<file path="src/rtl/mrsd_pkg.sv">
`timescale 1ns / 1ps

package mrsd_pkg;

	// status nibbles of the channel voice messages and of system messages
	localparam logic [3:0] TYPE_NOTE_OFF   = 4'h8;
	localparam logic [3:0] TYPE_NOTE_ON    = 4'h9;
	localparam logic [3:0] TYPE_CTRL       = 4'hB;
	localparam logic [3:0] TYPE_PROGRAM    = 4'hC;
	localparam logic [3:0] TYPE_CHAN_PRESS = 4'hD;
	localparam logic [3:0] TYPE_SYSTEM     = 4'hF;

	localparam logic [6:0] CC_ALL_SOUND_OFF = 7'd120;
	localparam logic [6:0] CC_ALL_NOTES_OFF = 7'd123;

	localparam logic [3:0] DRUM_CHANNEL_RESET = 4'd9;

	localparam logic [1:0] EV_NOTE_ON   = 2'd0;
	localparam logic [1:0] EV_NOTE_OFF  = 2'd1;
	localparam logic [1:0] EV_DRUM_ON   = 2'd2;
	localparam logic [1:0] EV_ALL_OFF   = 2'd3;

	typedef struct packed {
		logic       valid;
		logic [1:0] kind;
		logic [3:0] channel;
		logic [6:0] note;
		logic [6:0] velocity;
		logic [6:0] program_res;
	} mrsd_event_t;

endpackage

</file>
<file path="src/rtl/mrsd_parser.sv">
`timescale 1ns / 1ps

module mrsd_parser import mrsd_pkg::*; (
	input  logic        clk,
	input  logic        arst_n,
	input  logic        fire,
	input  logic [7:0]  midi_byte,
	input  logic        cfg_wr_en,
	input  logic [3:0]  cfg_wr_data,
	output mrsd_event_t ev
);

	logic [7:0] status_q;
	logic       count_q;
	logic       two_q;
	logic [6:0] first_q;
	logic [3:0] drum_q;
	logic [6:0] program_q [16];

	logic       is_rt;
	logic       is_sys;
	logic       has_status;
	logic       take_first;
	logic       complete;
	logic       is_drum;
	logic [3:0] typ;
	logic [3:0] ch;
	logic [6:0] d1;
	logic [6:0] d2;

	assign is_rt      = &midi_byte[7:3];
	assign is_sys     = midi_byte[7:4] == TYPE_SYSTEM;
	assign has_status = status_q != 8'h00;
	assign take_first = two_q && !count_q;
	assign typ        = status_q[7:4];
	assign ch         = status_q[3:0];
	assign is_drum    = ch == drum_q;
	assign d1         = two_q ? first_q : midi_byte[6:0];
	assign d2         = two_q ? midi_byte[6:0] : 7'd0;
	assign complete   = fire && !midi_byte[7] && has_status && !take_first;

	always_ff @(posedge clk or negedge arst_n) begin
		if (!arst_n) begin
			status_q <= 8'h00;
			count_q  <= 1'b0;
			two_q    <= 1'b0;
			first_q  <= 7'd0;
			drum_q   <= DRUM_CHANNEL_RESET;
			for (int i = 0; i < 16; i++) begin
				program_q[i] <= 7'd0;
			end
		end else begin
			if (cfg_wr_en) begin
				drum_q <= cfg_wr_data;
			end
			if (fire) begin
				if (midi_byte[7]) begin
					// real-time bytes leave everything alone
					if (!is_rt) begin
						count_q <= 1'b0;
						if (is_sys) begin
							status_q <= 8'h00;
						end else begin
							status_q <= midi_byte;
							two_q    <= !(midi_byte[7:4] == TYPE_PROGRAM ||
								midi_byte[7:4] == TYPE_CHAN_PRESS);
						end
					end
				end else if (has_status) begin
					if (take_first) begin
						first_q <= midi_byte[6:0];
						count_q <= 1'b1;
					end else begin
						count_q <= 1'b0;
						if (typ == TYPE_PROGRAM) begin
							program_q[ch] <= d1;
						end
					end
				end
			end
		end
	end

	always_comb begin
		ev             = '0;
		ev.channel     = ch;
		if (complete) begin
			case (typ)
				TYPE_NOTE_ON: begin
					ev.note = d1;
					if (d2 != 7'd0) begin
						ev.valid    = 1'b1;
						ev.velocity = d2;
						if (is_drum) begin
							ev.kind = EV_DRUM_ON;
						end else begin
							ev.kind        = EV_NOTE_ON;
							ev.program_res = program_q[ch];
						end
					end else begin
						// velocity zero is a note-off, dropped on the drum channel
						ev.valid = !is_drum;
						ev.kind  = EV_NOTE_OFF;
					end
				end
				TYPE_NOTE_OFF: begin
					ev.note  = d1;
					ev.valid = !is_drum;
					ev.kind  = EV_NOTE_OFF;
				end
				TYPE_CTRL: begin
					ev.valid = d1 == CC_ALL_SOUND_OFF || d1 == CC_ALL_NOTES_OFF;
					ev.kind  = EV_ALL_OFF;
				end
				default: begin
					ev.valid = 1'b0;
				end
			endcase
		end
	end

endmodule

</file>
<file path="src/rtl/midi_running_status_dispatcher.sv">
`timescale 1ns / 1ps

// channel   dir  width  beat contents
// s_*       in   8      one raw midi byte
// m_*       out  32     one event: kind, channel, note, velocity, program
// cfg_*     in   4      drum channel, written when cfg_wr_en is high
//
// one byte accepted per cycle while s_tready is high; an event is offered from the event
// register after its last byte has passed the byte register; the two registers form a
// two-stage pipe, the byte stage advances whenever the event register is empty or being taken
// reset clears the running status, the program table and sets drum channel 9
// m_tready low with an event waiting stalls both stages, s_tready drops once
// the byte stage is also full

module midi_running_status_dispatcher import mrsd_pkg::*; (
	input  logic        clk,
	input  logic        arst_n,
	input  logic        s_tvalid,
	output logic        s_tready,
	input  logic [7:0]  s_tdata,   // [7:0] midi_byte
	output logic        m_tvalid,
	input  logic        m_tready,
	// [1:0] event_kind, [5:2] channel, [12:6] note, [19:13] velocity,
	// [26:20] program_res, [31:27] zero
	output logic [31:0] m_tdata,
	input  logic        cfg_wr_en,
	input  logic [3:0]  cfg_wr_data
);

	logic        valid_s1;
	logic [7:0]  byte_s1;
	logic        out_valid_q;
	mrsd_event_t out_q;
	mrsd_event_t ev;
	logic        advance;
	logic        fire;

	assign advance  = !out_valid_q || m_tready;
	assign s_tready = !valid_s1 || advance;
	assign fire     = valid_s1 && advance;

	mrsd_parser u_parser (
		.clk         (clk),
		.arst_n      (arst_n),
		.fire        (fire),
		.midi_byte   (byte_s1),
		.cfg_wr_en   (cfg_wr_en),
		.cfg_wr_data (cfg_wr_data),
		.ev          (ev)
	);

	always_ff @(posedge clk or negedge arst_n) begin
		if (!arst_n) begin
			valid_s1    <= 1'b0;
			out_valid_q <= 1'b0;
		end else begin
			if (s_tready) begin
				valid_s1 <= s_tvalid;
			end
			if (advance) begin
				out_valid_q <= ev.valid;
			end
		end
	end

	always_ff @(posedge clk) begin
		if (s_tvalid && s_tready) begin
			byte_s1 <= s_tdata;
		end
		if (ev.valid) begin
			out_q <= ev;
		end
	end

	assign m_tvalid = out_valid_q;
	assign m_tdata  = {5'd0, out_q.program_res, out_q.velocity, out_q.note,
		out_q.channel, out_q.kind};

`ifndef ASSERT_OFF
	a_hold_s1: assert property (@(posedge clk) disable iff (!arst_n)
		valid_s1 && !advance |=> valid_s1 && $stable(byte_s1))
		else $error("byte stage changed while stalled");

	a_off_fields: assert property (@(posedge clk) disable iff (!arst_n)
		out_valid_q && out_q.kind == EV_NOTE_OFF |->
		out_q.velocity == 7'd0 && out_q.program_res == 7'd0)
		else $error("note-off carries velocity or program");

	a_all_off_fields: assert property (@(posedge clk) disable iff (!arst_n)
		out_valid_q && out_q.kind == EV_ALL_OFF |->
		out_q.note == 7'd0 && out_q.velocity == 7'd0 && out_q.program_res == 7'd0)
		else $error("all-off carries data");

	a_on_velocity: assert property (@(posedge clk) disable iff (!arst_n)
		out_valid_q && (out_q.kind == EV_NOTE_ON || out_q.kind == EV_DRUM_ON) |->
		out_q.velocity != 7'd0)
		else $error("note-on with zero velocity");

	a_drum_program: assert property (@(posedge clk) disable iff (!arst_n)
		out_valid_q && out_q.kind == EV_DRUM_ON |-> out_q.program_res == 7'd0)
		else $error("drum note-on carries program");
`endif

endmodule

</file>
<file path="config.mk">
export PLATFORM = sky130hd
export DESIGN_NAME = midi_running_status_dispatcher
export DESIGN_NICKNAME = d
export VERILOG_FILES = /design/src/rtl/mrsd_pkg.sv /design/src/rtl/mrsd_parser.sv /design/src/rtl/midi_running_status_dispatcher.sv
export SDC_FILE = /design/constraint.sdc
export NUM_CORES = 1
export LEC_CHECK = 0
export BUFFER_PORTS_ARGS = -buffer_cell sky130_fd_sc_hd__buf_4
export CAP_MARGIN = 20
export CORE_ASPECT_RATIO = 0.9
export CORE_UTILIZATION = 49
export DETAILED_ROUTE_END_ITERATION = 10
export PLACE_DENSITY = 0.77
export REMOVE_ABC_BUFFERS = 1
export SLEW_MARGIN = 10
export SYNTH_ARGS = -nofsm -noshare
export SYNTH_HDL_FRONTEND = slang
export SYNTH_SLANG_ARGS = --single-unit
export TNS_END_PERCENT = 5
</file>
<file path="constraint.sdc">
create_clock -name clk -period 2.9 [get_ports clk]
set_input_delay 0.435 -clock clk [delete_from_list [all_inputs] [get_ports clk]]
set_output_delay 0.435 -clock clk [all_outputs]
set_load 0.005 [all_outputs]
</file>
==> results of run 1 <==
state kept, by name, summed over array words and instances, names as in the netlist:
name	cells
valid_s1	1
m_tdata	27
u_parser.two_q	1
u_parser.first_q	7
byte_s1	8
u_parser.drum_q	4
m_tvalid	1
u_parser.count_q	1
u_parser.status_q	8
u_parser.program_q	112
worst max-delay path: stages, from the launching register on:
cell and delay (ns):
dfrtp_1 0.64, mux2_2 0.55, nor2_1 0.15, o2111ai_1 0.19, a21oi_2 0.18, buf_4 0.35
final timing paths:
kind	end	slack, ns	depth (start not counted)
worst max-delay path	m_tdata[24]	0.48	5
worst max register to register	m_tdata[24]	0.48	5
worst min register to register	u_parser.program_q[36]	0.49	1
worst min-delay path	u_parser.program_q[80]	0.03	1
min in group clk	byte_s1[6]	0.18	1
max in group asynchronous	u_parser.program_q[47]	2.12	2
per-stage QoR:
step	TNS, ns	std cells
2_1_floorplan	-19.37	467
3_3_place_gp	0	726
3_5_place_dp	0	726
4_1_cts	0	758
5_1_grt	0	758
6_report	0	758
logic make-up after synthesis:
logic type	count (synthesis)	synth area share [%]
other	1	0.0481
multiplexers	157	26.7
buffers and inverters	33	2.12
AND/OR/NAND/NOR	83	9.53
AO/OA/AOI/OAI	44	4.05
XOR/XNOR	6	0.674
flip-flops	170	56.9
power groups by stage:
stage | registers (mW) | clock network (mW) | logic (mW)
finish | 2.72 | 2.42 | 0.836
global route | 2.74 | 2.55 | 0.901
CTS | 2.72 | 2.45 | 0.844
detailed placement | 2.76 | 0 | 0.836
global placement | 2.75 | 0 | 0.810
floorplan | 2.75 | 0 | 0.509
cells in the mapped netlist, types with 2 or more instances:
cell,number
dfrtp_1,133
mux2_2,125
edfxtp_1,35
mux4_2,28
clkbuf_1,17
nor4_4,16
a22oi_1,15
a21oi_1,11
nor2b_1,10
and2_1,9
nand2_1,8
nand2b_1,8
buf_4,7
nand3_1,7
nor2_1,7
a22o_1,6
buf_2,6
xnor2_1,5
mux2_1,4
and3_1,3
dfstp_2,2
inv_1,2
nand4_1,2
nor3b_1,2
o2111ai_1,2
o211ai_1,2
o21ai_0,2
or2_2,2
or3_1,2
final cells by class:
cell class,instances,area share (%)
clock buffers,19,4.93
inverters,2,0.0835
well taps,202,2.81
clock inverters,13,2.10
flip-flops and latches,170,49.3
multi-input cells,295,35.8
repair buffers,57,4.90
routing by layer:
layer  global-route usage, %  vias up  part of all wire [%]
li1                        -     1967                     -
met1                    29.1     2359                    44
met2                    34.9      108                    49
met3                    5.78       19                   5.7
met4                    6.39        0                   1.1
met5                       0        -                     0
==> impl_results.md, run 1 <==
- Status: completed
- Final Max Tran Viols: 0
- Finish-stage setup viols: 0
- Initial core utilization: between 50 and 60%
- HP Class: primary input to async pin
- # rows: 43
- CTS buffer count: 17
- Library cells used by synthesis: 45
- Total gr overflow: 0
- Worst R2R Start: u_parser.two_q
- Drt via density: 5.87
- Power Total: 5.98 mW
- Average wire per standard cell: 21.3 um
- P_leak: slightly below 4 nW
- Pin count of the biggest net entering global routing: 60
- Reg area: 0.00443 mm^2
- Tmin final: roughly 2.4 ns
- Slew Limit Headroom: 45.4%
- CTS Root Buffer Type: clkbuf_16
- Fill cells: 1,164
- Worst EP required: 2.99 ns
- Asr flop ratio synth: 79.4%
- H-tree Lvls: 4
- Drt first-iter violations: 218
- Worst VDD drop: 457 uV
- Mapped cell area: 0.00779 mm^2
- Final wirelength: 16.2 mm
- Hold buffers post-CTS: 0
- Routability Congestion: 0.884
- Layout cells sized above 1: 48.0%
- Main area contributors after synthesis: dfrtp_1 (43%), mux2_2 (18%), edfxtp_1 (13%)
- Most frequent cells in the layout: dfrtp_1 (132), mux2_2 (125), buf_4 (56), edfxtp_1 (35), mux4_2 (28)
- Arr. time, crit path: 2.51 ns
- CTS clock-pin slew for the worst setup and hold paths: approximately 0.070 ns
- Part of the power in registers: 45.5%
- Nets: 560
- Antenna violations before repair: 0
- DR DRC count: 0
- Comb power frac: 14.0%
- Worst setup startpoint: u_parser.two_q
- Core ar.: 0.0155 mm^2
- #FFs+latches synth: 170
- Post-place instance area: 0.00836 mm^2
- Mean Syn Cell Area: between 15 and 20 um^2
- Number of global-route vias before repair: 4,709
- Via count: between 4,000 and 5,000
- DP Worst Slack: 0.509 ns
- Maximum fanout along the worst path: 27
- Top-level I/O count: 51
- HPWL after DPL: 10.9 mm
- Hold_ws: around 0.033 ns
- Total inserted antenna cells: 0
- RSZ-0062 raised after global routing: no
- Crit end category: flip-flop
- Clk network pwr share: 40.5%
- Pre-antenna DRT Iters: 4
- P_sw: between 1.5 and 2 mW
- Startpoint Class: flip-flop
- Post-CTS Setup Bufs: 0
- FMAX: 0.414 GHz
- Final Hold Fails: 0
- Post-route clock period utilization: a little over four fifths
- CTS tree: done
- First-pass GRT wire length: 26.4 mm
- Cell count after synthesis: between 400 and 500
- # resized after CTS: 0
- Fin area: 0.00899 mm^2
- Final setup margin: 0.482 ns
- EDFF count, synth: 35
- Power Dens Cells: about 660 mW/mm^2
- Synth Flop Type: dfrtp_1
- Commonest non-fill, non-tap cell in the layout: dfrtp_1
- Multi-input gate area: 0.00322 mm^2
- Antenna Nets Post-Route: 0
- CTS Sinks: 170
- Area leader, netlist: dfrtp_1
- Worst-Skew Late Latency: 0.43 ns
- Sw Ratio: a little over a quarter
- Worst Skew: ~0.012 ns
- Die width: 135 um
- Finished Core Util: 58.0%
- Synth warn: 0
- Kind of critical path: flip-flop to flip-flop
- IO Port Bufs: 45
- Post-synthesis sequential area ratio: 56.9%
- Max-capacitance violation count: 0
- Chip Height: 122 um
- Yosys top cell area share: roughly 43%
- Internal Pwr Total: about 4.4 mW
- Gr usage total: 21.7%
- Die area: 0.0164 mm^2
- Worst slew pin tran: 0.813 ns
- Area grow syn2layout: 15.3%
- Max Buffers Root-to-Sink: 2
Note: power is estimated with default switching activity, not from simulation.
==> run 2: changes to the inputs <==
PLACE_DENSITY = 0.75   (was 0.77)
clock period = 2.5 ns   (was 2.9 ns; I/O delays follow)
==> run 2 against run 1 <==
Sequential power up 16%. Hold slack improved by 0.084 ns. Clock power increased by 2%. Core utilization is 0.15 points higher. Via count increased by 3.2%. Combinational power increased by 22%. Critical path depth stayed put.
==> impl_results.md, run 2 (synthesis results as in run 1) <==
- Fin cells: 767 (+1.2%)
- Multi-input gate area: 0.00322 mm^2 (unchanged)
- Post-place instance area: 0.00844 mm^2 (+1.0%)
- Number of global-route vias before repair: 4,718 (+0.19%)
- Reg area: 0.00443 mm^2 (unchanged)
- Initial core utilization: 50.3% (unchanged)
- H-tree Lvls: 4 (unchanged)
- Antenna Nets Post-Route: 0 (unchanged)
- Largest register by flop count: u_parser.program_q
- CTS clock-pin slew for the worst setup and hold paths: 0.07 ns (about the same)
- Kind of critical path: flip-flop to flip-flop
- Top-level I/O count: 51 (unchanged)
- CTS tree: done
- Worst Skew: 0.00969 ns (-0.00244 ns)
- # rows: 43 (unchanged)
- Post-CTS Setup Bufs: 0 (unchanged)
- Chip Height: 122 um (unchanged)
- IO Port Bufs: 45 (unchanged)
- Worst-Skew Late Latency: 0.43 ns (about the same)
- CTS buffer count: 17 (unchanged)
- Nets: 569 (+1.6%)
- Grt peak-use layer: met2
- Crit end category: flip-flop
- Most frequent cells in the layout: dfrtp_1 (132), mux2_2 (125), buf_4 (62), edfxtp_1 (35), mux4_2 (28)
- Slew Limit Headroom: 43.4% (-2.0 points)
- Arr. time, crit path: 2.60 ns (+0.09 ns)
- Core ar.: 0.0155 mm^2 (unchanged)
- Max reg flops: 112 (unchanged)
- Power Dens Cells: 735 mW/mm^2 (+11%)
- Final Max Tran Viols: 0 (unchanged)
- Worst path slowest cell: nor4_4
- Grt met2 use: 36.1% (+1.2 points)
- Tmin final: 2.30 ns (-0.123 ns)
- Area grow syn2layout: 15.6%
- Worst slew pin tran: 0.843 ns (+0.0299 ns)
- Placed cells: 734 (+1.1%)
- Layout cells sized above 1: 48.7% (+0.65 points)
- Worst EP required: 2.81 ns (-0.18 ns)
- RSZ-0062 raised after global routing: no
- Finish-stage setup viols: 0 (unchanged)
- Grt met3 use: 5.83% (+0.042 points)
- First-pass GRT wire length: 26.8 mm (+1.4%)
- Startpoint Class: flip-flop
- Critical Path Max Stage Delay: 0.67 ns (+0.03 ns)
- Pre-antenna DRT Iters: 5 (+1)
- HPWL after DPL: 11.5 mm (+6.1%)
- Finished Core Util: 58.2% (+0.15 points)
- Final wirelength: 16.8 mm (+3.8%)
- Die width: 135 um (unchanged)
- Total gr overflow: 0 (unchanged)
- Max-capacitance violation count: 0 (unchanged)
- Die area: 0.0164 mm^2 (unchanged)
- Routability Congestion: 0.837 (-5.3%)
- Antenna violations before repair: 0 (unchanged)
- CTS Sinks: 170 (unchanged)
- Drt via density: 5.99 (+2.0%)
- Gr usage total: 22.4% (+0.64 points)
- Post-route clock period utilization: 91.8% (+8.4 points)
- Fill cells: 1,170 (+0.52%)
- Status: completed
- Max Buffers Root-to-Sink: 2 (unchanged)
- Fin area: 0.00901 mm^2 (+0.26%)
- Total inserted antenna cells: 0 (unchanged)
- Met1 GRT Util: 29.7% (+0.58 points)
- HP Class: primary input to flip-flop
- DR DRC count: 0 (unchanged)
- CTS Root Buffer Type: clkbuf_16
- Worst VDD drop: 489 uV (+7.0%)
- Pin count of the biggest net entering global routing: 43 (-28%)
- Maximum fanout along the worst path: 16 (-41%)
- Final Hold Fails: 0 (unchanged)
- # resized after CTS: 0 (unchanged)
- Via count: 4,595 (+3.2%)
- Commonest non-fill, non-tap cell in the layout: dfrtp_1
- FMAX: 0.436 GHz (+5.4%)
- Average wire per standard cell: 21.9 um (+2.6%)
- P_leak: 3.97 nW (+0.80%)
- Drt first-iter violations: 323 (+48%)
- Worst path cell trace: nor2_2 > nand4_4 > buf_4 > nor4_4 > mux2_2
==> run 2: changes by cell type in the layout (fill, tap and decap cells not counted), moves of 2 or more <==
cell       before  now
bufinv_16       4    0
clkinv_2        2    5
buf_12          1    3
buf_4          56   62
inv_6           3    0
clkbuf_8        1    3
==> run 2: per-layer routing <==
metal | vias to the layer above | part of all wire (%)
met5 | - | 0
met4 | 0 | 1.8
met3 | 33 | 5.5
met2 | 155 | 49
met1 | 2422 | 44
li1 | 1985 | -
==> run 2: cell type report <==
| type | count | share of cell area (%) |
|---|---|---|
| tap | 202 | 2.80 |
| inverter | 2 | 0.0833 |
| timing repair buffer | 66 | 5.94 |
| multi-input combinational | 295 | 35.8 |
| clock inverter | 10 | 0.722 |
| clock buffer | 22 | 5.50 |
| sequential | 170 | 49.2 |
==> run 2: through the flow <==
step                      power [mW]  hold slack, ns  setup TNS [ns]  setup slack (ns)
after global routing            6.86           0.106               0             0.134
after detailed placement        4.21           0.402               0             0.276
after CTS                       6.64           0.108               0             0.236
final                           6.62           0.116               0             0.205
after floorplan                 3.78          0.0794          -65.24             -1.11
after global placement          4.16           0.388               0             0.277
==> run 2: final timing paths <==
path,slack (ns),from,endpoint,cells past startpoint
setup / recovery,0.20,u_parser.status_q[5],u_parser.program_q[15],5
hold / removal,0.12,s_tdata[6],byte_s1[6],1
setup reg to reg,0.20,u_parser.status_q[5],u_parser.program_q[15],5
hold reg to reg,0.49,u_parser.program_q[40],u_parser.program_q[40],1
max in group asynchronous,1.22,arst_n,u_parser.program_q[7],3
min in group asynchronous,0.47,arst_n,u_parser.program_q[31],2
==> run 2: what timing repair did <==
action,4_1_cts,5_1_grt
hold buffers,1,0
hold endpoints to repair,38,0
endpoints found under the setup margin,0,0
==> run 2: worst max-delay path: cells and delay by family, from the launching register on <==
| family | cells | cell delay (ns) |
|---|---|---|
| buffers and inverters | 1 | 0.28 |
| DFF | 1 | 0.47 |
| muxes | 1 | 0.41 |
| and+or+nand+nor | 3 | 0.99 |
==> run 2: power breakdown <==
part	internal [mW]	switching [mW]
Clock	1.40	1.05
Combinational	0.386	0.629
Sequential	3.00	0.151
==> run 3: changes to the inputs <==
CORE_ASPECT_RATIO = unset   (was 0.9)
RECOVER_POWER = 100   (was unset)
REMOVE_ABC_BUFFERS = unset   (was 1)
==> run 3 against run 2 <==
Combinational power is 5% lower. Clock power hardly changed. Sequential power hardly changed. Largest cell class unchanged. Via count is 0.30% higher. Highest routed layer unchanged. Core utilization is 0.53 points lower. Routed wire length is 1.7% higher. Final cell count is 2.6% higher.
==> impl_results.md, run 3 (synthesis results as in run 1) <==
- Status: completed
- HPWL after DPL: 11.4 mm (-0.71%)
- RSZ-0062 raised after global routing: no
- Final wirelength: 17.1 mm (+1.7%)
- CTS tree: done
- CTS Sinks: 170 (unchanged)
- Die width: 128 um (-5.1%)
- Arr. time, crit path: 2.55 ns (-0.05 ns)
- Hold path start: s_tdata[0]
- Final Max Tran Viols: 0 (unchanged)
- Die area: 0.0164 mm^2 (about the same)
- Post-route clock period utilization: 89.7% (-2.1 points)
- Worst path slowest cell: dfrtp_1
- Fin area: 0.00886 mm^2 (-1.7%)
- Worst slew pin tran: 0.982 ns (+0.140 ns)
- IO Port Bufs: 45 (unchanged)
- Via count: 4,609 (+0.30%)
- Worst VDD drop: 506 uV (+3.6%)
- P_sw: 1.83 mW (+0.11%)
- # rows: 45 (+4.7%)
- HP Class: primary input to flip-flop
- Routability Congestion: 0.840 (+0.39%)
- Slew Limit Headroom: 34.5% (-8.9 points)
- Total gr overflow: 0 (unchanged)
- Layout cells sized above 1: 46.2% (-2.5 points)
- Comb power frac: 14.8% (-0.5 points)
- Area grow syn2layout: 13.6%
- Worst R2R Start: u_parser.status_q[4]
- Power Dens Cells: 745 mW/mm^2 (+1.4%)
- FMAX: 0.446 GHz (+2.3%)
- Largest register by flop count: u_parser.program_q
- Maximum fanout along the worst path: 16 (unchanged)
- Average wire per standard cell: 21.7 um (-0.85%)
- Sum Neg Setup Slack: 0 ns (unchanged)
- Drt via density: 5.86 (-2.2%)
- Worst path cell trace: nor2_1 > nand4_4 > buf_4 > nor4_1 > clkbuf_2 > mux2_2
- First-pass GRT wire length: 27.3 mm (+2.0%)
- Max-capacitance violation count: 0 (unchanged)
- Nets: 580 (+1.9%)
- Startpoint Class: flip-flop
- Critical Path Max Stage Delay: 0.45 ns (-0.22 ns)
- Chip Height: 128 um (+5.3%)
- Clk network pwr share: 37.7% (+0.6 points)
- Kind of critical path: flip-flop to flip-flop
- Commonest non-fill, non-tap cell in the layout: dfrtp_1
- CTS clock-pin slew for the worst setup and hold paths: 0.06 ns (about the same)
- Gr usage total: 22.8% (+0.45 points)
- Post-place instance area: 0.00853 mm^2 (+1.1%)
- Core ar.: 0.0154 mm^2 (-0.80%)
- Antenna Nets Post-Route: 0 (unchanged)
- Fill cells: 1,184 (+1.2%)
- P_leak: 3.89 nW (-2.0%)
- # resized after CTS: 0 (unchanged)
- Max reg flops: 112 (unchanged)
- Sw Ratio: 27.8% (+0.13 points)
- Tmin final: 2.24 ns (-0.0525 ns)
- CTS buffer count: 17 (unchanged)
- Hold_ws: 0.148 ns (+0.0313 ns)
- Worst Skew: 0.00871 ns (-0.000972 ns)
- Internal Pwr Total: 4.76 mW (-0.53%)
- Top-level I/O count: 51 (unchanged)
- Antenna violations before repair: 0 (unchanged)
- Finish-stage setup viols: 0 (unchanged)
- DR DRC count: 0 (unchanged)
- Worst setup startpoint: u_parser.status_q[4]
- Initial core utilization: 50.7% (+0.41 points)
- Crit end category: flip-flop
- Reg2Reg Setup Slack: 0.26 ns (+0.05 ns)
- Power Total: 6.60 mW (-0.36%)
- Worst-Skew Late Latency: 0.43 ns (about the same)
- Part of the power in registers: 47.5% (about the same)
- Total inserted antenna cells: 0 (unchanged)
- Worst EP required: 2.81 ns (about the same)
- Number of global-route vias before repair: 4,841 (+2.6%)
- Reg area: 0.00443 mm^2 (unchanged)
- Pre-antenna DRT Iters: 4 (-1)
- CTS Root Buffer Type: clkbuf_16
- Pin count of the biggest net entering global routing: 51 (+19%)
- Final Hold Fails: 0 (unchanged)
- Most frequent cells in the layout: dfrtp_1 (132), mux2_2 (125), clkbuf_4 (38), edfxtp_1 (35), mux4_2 (28)
- Drt first-iter violations: 323 (unchanged)
- Max Buffers Root-to-Sink: 2 (unchanged)
- Multi-input gate area: 0.00304 mm^2 (-5.7%)
- H-tree Lvls: 4 (unchanged)
run 3: changes by cell type in the layout (fill, tap and decap cells not counted), moves of 3 or more:
cell and delta:
buf_4 -40, clkbuf_4 +38, nor4_1 +12, nor4_4 -12, clkbuf_2 +10, and2_0 +5
and2_1 -5, clkbuf_1 +5, clkinv_2 -3
run 3: worst paths after layout:
kind,to,cells past startpoint
setup reg to reg,u_parser.program_q[66],6
hold / removal,byte_s1[0],1
max in group asynchronous,u_parser.status_q[0],3
hold reg to reg,u_parser.program_q[39],1
setup / recovery,u_parser.program_q[66],6
min in group asynchronous,u_parser.program_q[7],2
run 3: final cells by class:
class	count	share of cell area (%)
clock inverter	11	0.932
clock buffer	21	5.44
timing repair buffer	77	6.20
inverter	2	0.0848
tap	211	2.98
multi-input combinational	295	34.3
sequential	170	50.0
run 3: per-layer routing:
layer / share of wire, % / routed length (um) / track usage, % / vias up
met3: 5.1 / 862 / 4.84 / 18
met5: 0 / 0 / 0 / -
met4: 1.7 / 287 / 7.68 / 0
met1: 46 / 7780 / 31.5 / 2443
li1: - / - / - / 2015
met2: 48 / 8130 / 36.0 / 133
run 3: worst max-delay path: cells and delay by family (launching register included):
kind | cells | cell delay [ns]
AND/OR/NAND/NOR | 3 | 0.79
flip-flops | 1 | 0.45
multiplexers | 1 | 0.36
buffers and inverters | 2 | 0.53
run 3: timing repair:
action                                 CTS  global route
hold buffers                             1             0
endpoints found under the hold margin   36             0
buffers inserted                         0             0
run 3: power groups by stage:
stage,Sequential [mW],Clock [mW],Combinational (mW)
floorplan,3.13,0,0.707
global placement,3.17,0,0.997
detailed placement,3.18,0,1.03
CTS,3.13,2.53,1.03
global route,3.16,2.65,1.05
finish,3.14,2.49,0.974
run 3: per-stage QoR:
| stage | util (%) | std cells | setup WS (ns) |
|---|---|---|---|
| floorplan | - | 498 | 0.00765 |
| global placement | 55.5 | 754 | 0.368 |
| detailed placement | 55.5 | 754 | 0.371 |
| CTS | 59.3 | 787 | 0.332 |
| global route | 57.6 | 787 | 0.110 |
| finish | 57.6 | 787 | 0.257 |
